<file path="src/rtl/sorted_priority_queue_top_defines.svh">
`ifndef SORTED_PRIORITY_QUEUE_TOP_DEFINES_SVH
`define SORTED_PRIORITY_QUEUE_TOP_DEFINES_SVH

// Same-cycle implication, sampled on clk, off during reset.
`define SPQ_ASSERT_IMPL(lbl, ante, cons) \
    lbl: assert property (@(posedge clk) disable iff (!rst_n) (ante) |-> (cons)) \
        else $error("sorted priority queue check failed");

// Next-cycle implication, sampled on clk, off during reset.
`define SPQ_ASSERT_NEXT(lbl, ante, cons) \
    lbl: assert property (@(posedge clk) disable iff (!rst_n) (ante) |=> (cons)) \
        else $error("sorted priority queue check failed");

`endif

</file>
<file path="src/rtl/spq_pkg.sv">
`timescale 1ns / 1ps
`default_nettype none

package spq_pkg;

    localparam int ITEM_VALUE_W = 32;
    localparam int ITEM_PRIO_W  = 8;
    localparam int COUNT_W      = 5;

    typedef enum logic [1:0] {
        OP_PUSH = 2'd0,
        OP_POP  = 2'd1,
        OP_PEEK = 2'd2,
        OP_NONE = 2'd3
    } op_t;

    typedef struct packed {
        op_t                            op;
        logic signed [ITEM_VALUE_W-1:0] item_value;
        logic [ITEM_PRIO_W-1:0]         item_priority;
    } req_t;

    typedef struct packed {
        logic signed [ITEM_VALUE_W-1:0] out_value;
        logic                           underflow;
        logic                           overflow;
        logic [COUNT_W-1:0]             entry_count;
    } rsp_t;

    typedef struct packed {
        logic capture;
        logic push;
        logic pop;
        logic peek;
        logic underflow;
        logic overflow;
        logic respond;
    } cmd_t;

    typedef struct packed {
        op_t  op;
        logic empty;
        logic full;
    } sts_t;

endpackage

`default_nettype wire

</file>
<file path="src/rtl/spq_datapath.sv">
`timescale 1ns / 1ps
`default_nettype none

module spq_datapath #(
    parameter int DEPTH         = 16,
    parameter int PRIORITY_BITS = 8
) (
    input  logic          clk,
    input  logic          rst_n,
    input  spq_pkg::cmd_t cmd,
    input  spq_pkg::req_t req,
    output spq_pkg::sts_t sts,
    output spq_pkg::rsp_t rsp
);
    import spq_pkg::*;

    localparam int FW = $clog2(DEPTH + 1);

    req_t                           req_reg;
    logic [FW-1:0]                  fill_reg;
    logic [FW-1:0]                  fill_next;
    logic signed [ITEM_VALUE_W-1:0] value_reg [DEPTH];
    logic [PRIORITY_BITS-1:0]       prio_reg  [DEPTH];
    logic [PRIORITY_BITS-1:0]       pri;
    logic [DEPTH-1:0]               gt;
    logic [DEPTH-1:0]               prev_gt;
    logic [DEPTH-1:0]               at_fill;
    logic [DEPTH-1:0]               ins_here;
    rsp_t                           rsp_reg;
    rsp_t                           rsp_next;
    logic [FW+COUNT_W-1:0]          cnt_wide;

    if (PRIORITY_BITS >= ITEM_PRIO_W) begin : g_pri_wide
        assign pri = PRIORITY_BITS'(req_reg.item_priority);
    end
    else begin : g_pri_narrow
        assign pri = req_reg.item_priority[PRIORITY_BITS-1:0];
    end

    always_comb
    begin
        for (int i = 0; i < DEPTH; i++)
        begin
            gt[i]      = (FW'(i) < fill_reg) && (prio_reg[i] > pri);
            at_fill[i] = (FW'(i) == fill_reg);
        end
        prev_gt  = {gt[DEPTH-2:0], 1'b0};
        ins_here = (gt | at_fill) & ~prev_gt;
    end

    always_comb
    begin
        priority if (cmd.push)
            fill_next = fill_reg + FW'(1);
        else if (cmd.pop)
            fill_next = fill_reg - FW'(1);
        else
            fill_next = fill_reg;
    end

    assign sts.op    = req_reg.op;
    assign sts.empty = (fill_reg == '0);
    assign sts.full  = (fill_reg == FW'(DEPTH));

    assign cnt_wide = (FW + COUNT_W)'(fill_next);

    always_comb
    begin
        rsp_next.out_value   = (cmd.pop || cmd.peek) ? value_reg[0] : '0;
        rsp_next.underflow   = cmd.underflow;
        rsp_next.overflow    = cmd.overflow;
        rsp_next.entry_count = cnt_wide[COUNT_W-1:0];
    end

    always_ff @(posedge clk or negedge rst_n)
    begin
        if (!rst_n)
        begin
            fill_reg <= '0;
        end
        else
        begin
            fill_reg <= fill_next;
        end
    end

    always_ff @(posedge clk)
    begin
        if (cmd.capture)
        begin
            req_reg <= req;
        end
        if (cmd.respond)
        begin
            rsp_reg <= rsp_next;
        end
        if (cmd.push)
        begin
            for (int i = 0; i < DEPTH; i++)
            begin
                if (prev_gt[i])
                begin
                    value_reg[i] <= value_reg[(i > 0) ? i - 1 : 0];
                    prio_reg[i]  <= prio_reg[(i > 0) ? i - 1 : 0];
                end
                else if (ins_here[i])
                begin
                    value_reg[i] <= req_reg.item_value;
                    prio_reg[i]  <= pri;
                end
            end
        end
        else if (cmd.pop)
        begin
            for (int i = 0; i < DEPTH - 1; i++)
            begin
                value_reg[i] <= value_reg[i+1];
                prio_reg[i]  <= prio_reg[i+1];
            end
        end
    end

    assign rsp = rsp_reg;

endmodule

`default_nettype wire

</file>
<file path="src/rtl/spq_ctrl.sv">
`timescale 1ns / 1ps
`default_nettype none

module spq_ctrl (
    input  logic          clk,
    input  logic          rst_n,
    input  logic          req_valid,
    output logic          req_stall,
    output logic          rsp_valid,
    input  logic          rsp_stall,
    input  spq_pkg::sts_t sts,
    output spq_pkg::cmd_t cmd
);
    import spq_pkg::*;

    typedef enum logic {
        ST_IDLE,
        ST_EXEC
    } state_t;

    state_t state_reg;
    state_t state_next;
    logic   rsp_valid_reg;
    logic   rsp_valid_next;

    assign req_stall = (state_reg != ST_IDLE) || (rsp_valid_reg && rsp_stall);
    assign rsp_valid = rsp_valid_reg;

    always_comb
    begin
        cmd         = '0;
        cmd.capture = req_valid && !req_stall;
        if (state_reg == ST_EXEC)
        begin
            cmd.respond = 1'b1;
            unique case (sts.op)
                OP_PUSH:
                begin
                    cmd.overflow = sts.full;
                    cmd.push     = !sts.full;
                end
                OP_POP:
                begin
                    cmd.underflow = sts.empty;
                    cmd.pop       = !sts.empty;
                end
                OP_PEEK:
                begin
                    cmd.underflow = sts.empty;
                    cmd.peek      = !sts.empty;
                end
                OP_NONE:
                begin
                    cmd.respond = 1'b1;
                end
            endcase
        end
    end

    always_comb
    begin
        unique case (state_reg)
            ST_IDLE: state_next = cmd.capture ? ST_EXEC : ST_IDLE;
            ST_EXEC: state_next = ST_IDLE;
        endcase
        priority if (cmd.respond)
            rsp_valid_next = 1'b1;
        else if (!rsp_stall)
            rsp_valid_next = 1'b0;
        else
            rsp_valid_next = rsp_valid_reg;
    end

    always_ff @(posedge clk or negedge rst_n)
    begin
        if (!rst_n)
        begin
            state_reg     <= ST_IDLE;
            rsp_valid_reg <= 1'b0;
        end
        else
        begin
            state_reg     <= state_next;
            rsp_valid_reg <= rsp_valid_next;
        end
    end

endmodule

`default_nettype wire

</file>
<file path="src/rtl/sorted_priority_queue_top.sv">
// Bounded priority queue held as a sorted row of DEPTH register entries. Each request
// (push, pop or peek) is captured, then executed in a state where every entry compares
// its priority with the new one in parallel and shifts, inserts or moves up in a single
// step; a new request is taken once the last one has executed, while the result register
// is free or being emptied. One response comes back for each request, holding the head
// value for pop and peek, the underflow and overflow flags and the entry count after the
// operation. Entries need no clearing after reset; only the fill count is reset.
`timescale 1ns / 1ps
`default_nettype none

`include "sorted_priority_queue_top_defines.svh"

module sorted_priority_queue_top #(
    parameter int DEPTH         = 16,
    parameter int PRIORITY_BITS = 8
) (
    input  logic          clk,
    input  logic          rst_n,
    input  logic          req_valid,
    output logic          req_stall,
    input  spq_pkg::req_t req,
    output logic          rsp_valid,
    input  logic          rsp_stall,
    output spq_pkg::rsp_t rsp
);
    import spq_pkg::*;

    cmd_t cmd;
    sts_t sts;

    spq_ctrl u_ctrl (
        .clk       (clk),
        .rst_n     (rst_n),
        .req_valid (req_valid),
        .req_stall (req_stall),
        .rsp_valid (rsp_valid),
        .rsp_stall (rsp_stall),
        .sts       (sts),
        .cmd       (cmd)
    );

    spq_datapath #(
        .DEPTH         (DEPTH),
        .PRIORITY_BITS (PRIORITY_BITS)
    ) u_datapath (
        .clk   (clk),
        .rst_n (rst_n),
        .cmd   (cmd),
        .req   (req),
        .sts   (sts),
        .rsp   (rsp)
    );

    `SPQ_ASSERT_IMPL(a_push_not_full, cmd.push, !sts.full)
    `SPQ_ASSERT_IMPL(a_pop_not_empty, cmd.pop, !sts.empty)
    `SPQ_ASSERT_NEXT(a_accept_then_respond, req_valid && !req_stall, cmd.respond)
    `SPQ_ASSERT_NEXT(a_respond_then_valid, cmd.respond, rsp_valid && !(rsp.underflow && rsp.overflow))

endmodule

`default_nettype wire

</file>
<file path="config.mk">
export PLATFORM = sky130hd
export DESIGN_NAME = sorted_priority_queue_top
export DESIGN_NICKNAME = d
export VERILOG_FILES = /design/src/rtl/spq_pkg.sv /design/src/rtl/spq_datapath.sv /design/src/rtl/spq_ctrl.sv /design/src/rtl/sorted_priority_queue_top.sv
export VERILOG_INCLUDE_DIRS = /design/src /design/src/rtl
export SDC_FILE = /design/constraint.sdc
export NUM_CORES = 2
export LEC_CHECK = 0
export BUFFER_PORTS_ARGS = -buffer_cell sky130_fd_sc_hd__buf_2
export CORE_MARGIN = 2
export CORE_UTILIZATION = 60
export CTS_CLUSTER_SIZE = 16
export DETAILED_ROUTE_END_ITERATION = 8
export PLACE_DENSITY = 0.77
export SLEW_MARGIN = 20
export SYNTH_ARGS = -nofsm -noshare
export SYNTH_HDL_FRONTEND = slang
export SYNTH_SLANG_ARGS = --single-unit
export TNS_END_PERCENT = 30
</file>
<file path="constraint.sdc">
create_clock -name clk -period 9.1 [get_ports clk]
set_input_delay 2.275 -clock clk [delete_from_list [all_inputs] [get_ports clk]]
set_output_delay 2.275 -clock clk [all_outputs]
set_load 0.005 [all_outputs]
</file>
==> impl_metrics.toml <==
[status]
status = "completed"

[floorplan]
die_h_um = 259
core_um2 = 64500
start_util = 0.607
io_pins = 87
dieArea_um2 = 67300
rows = 93
fp.dieW_um = 259

[timing]
clock_skew_ns = 0.0271
tightestPinTransition_ns = 1.28
period_minus_slack_ns = 4.98
period_share = 0.548
maxSlewHeadroom = 0.147
hold_violations = 0
slew_viol_final = 0
grt_setup_unrepaired = "no"
max_freq_mhz = 201
tns_ns = 0
setup_viol = 0

[synth]
synth-edff-count = 721
synth_top_family_by_area = "compound AO/OA/AOI/OAI gates"
synth_area_per_cell_um2 = 11.1
syn_area_um2 = 39100
ys_ff_latch = 728
ys_warn_count = 0
synthMuxAreaShare = 0.0365
synth_compound_area_frac = 0.165
synth-async-reset-ratio = 0.00962
synth-xor-area-share = 0.000895
synth_nets = 3708
ys_seq_area_frac = 0.558
syn_inst = 3526
synth_fa_ha_area_frac = 0.0435
synthFlopType = "edfxtp_1"
synthDistinctLibCells = 67
synth_simple_gate_area_frac = 0.136

[clock_network]
cts.clk_slew.worst_paths_ns = 0.06
postCtsSetupBuffers = 0
root_buffer = "clkbuf_16"
clk_latency_ns = 0.65
h-tree-depth = 3
cts_buffer_depth = 3
ctsHoldBuffers = 0
cts_buffers = 78
cts_sinks = 728
ctsResizeCount = 0
cts_tree = "yes"

[power_and_ir_drop]
p_leak_nw = 15.6
vdd_drop_max_uv = 147
pwr_density_cell_nw_per_um2 = 226

[cells_and_area]
n_fill_cell = 4830
layout_common_cells = "721 x edfxtp_1, 698 x nand2_1, 309 x inv_1, 241 x o221ai_1, 169 x o211ai_1"
largest_register_ffs = 512
final_common_cell = "edfxtp_1"
ff_latch_area_um2 = 21800
multiInputGateArea_um2 = 15300
drive_gt1_frac = 0.126
fin_nets = 3672
synthToLayoutAreaGrowth_pct = 9.56
design_area_um2 = 42900

[global_routing]
grt.overflow.total = 0
grt_pass1_wl_mm = 181
first_global_vias = 29500
grt_usage = 0.353
antenna_found_initial = 3
grt_max_degree = 187

[critical_path]
crit_fanout = 3
crit_type = "in -> out"
crit_required_ns = 6.83
startpoint_type = "input pin"
cp-end-kind = "output port"
cp.arrival_ns = 2.71

[route]
postRouteAntennaNets = 0
routedWlPerCell_um = 27.3
avgViaCountPerCell = 7.04
drc_errors = 0
drtIter0Drc = 4747
vias = 31000
firstDrtPassIters = 9
routed_wirelength_mm = 120

[worst_hold_path]
hold_path.class = "reg -> reg"

[place]
place_area_um2 = 40400
io_buffers = 86
place_congestion = 0.975
post-dp-hpwl_mm = 76.4

[flow_run]
maxCapViolations = 0
==> per-layer routing <==
layer  vias to the layer above  track usage  part of all wire
met1                     15000        0.517              0.40
li1                      13200            -                 -
met3                       270        0.109              0.16
met2                      2445        0.503              0.42
met5                         -            0           0.00011
met4                         2        0.107             0.025
==> final cells by class <==
cell class | count | area share
Timing Repair Buffer | 162 | 0.0241
Inverter | 309 | 0.0271
Multi-Input combinational cell | 2211 | 0.357
Clock inverter | 38 | 0.00954
Sequential cell | 728 | 0.509
Antenna cell | 1 | 0.0000584
Clock buffer | 101 | 0.0480
Tap cell | 855 | 0.0250
==> Yosys cell counts (all sizes together), types with 52 or more instances <==
cell type    n  area, um2
nand3      136        681
ha         136       1700
o211ai     169       1270
nand4       63        394
clkbuf     182        683
a31oi       52        325
buf         96        528
nand2      700       2630
nor2        74        278
edfxtp     721      21700
mux2       105       1290
o221ai     281       2710
inv        309       1160
and2        78        488
==> through the flow <==
stage          worst slack [ns]  power (mW)  hold slack (ns)  utilization  cells
3_3_place_gp               4.11        6.38            0.481        0.626   4264
2_1_floorplan              4.07        5.66            0.499            -   3526
3_5_place_dp               4.11        6.46            0.510        0.627   4265
5_1_grt                    3.89        9.91            0.556        0.665   4404
6_report                   4.12        9.67            0.520        0.665   4405
4_1_cts                    4.11        9.58            0.523        0.665   4404
==> power by group <==
group	internal (mW)	total [mW]	switching, mW	leakage, nW
Clock	1.80	3.17	1.37	1.19
Sequential	4.11	4.36	0.256	6.79
Combinational	0.574	2.13	1.56	7.60
==> path summary, 6_finish.rpt <==
check                                        from                          end  slack (ns)  cells past startpoint
setup / recovery                        rsp_stall                    req_stall        4.12                      3
hold / removal                   u_ctrl.rsp_valid             u_ctrl.rsp_valid        0.52                      1
setup reg to reg           u_datapath.fill_reg[1]  u_datapath.value_reg[7][12]        4.21                      9
hold reg to reg                  u_ctrl.rsp_valid             u_ctrl.rsp_valid        0.52                      1
max in group asynchronous                   rst_n             u_ctrl.state_reg        7.45                      1
min in group asynchronous                   rst_n             u_ctrl.rsp_valid        1.47                      1
==> critical path, stage by stage <==
cell    delay [ns]
buf_2         0.11
a21o_1        0.19
buf_2         0.14
==> logic make-up after synthesis <==
kind of cell,count (synthesis)
xor gates and xnor gates,4
buffers and inverters,587
and+or+nand+nor,1172
DFF,728
adders and majority gates,136
AOI/OAI and AO/OA,780
muxes,119
Power figures use the tool's default switching activity.
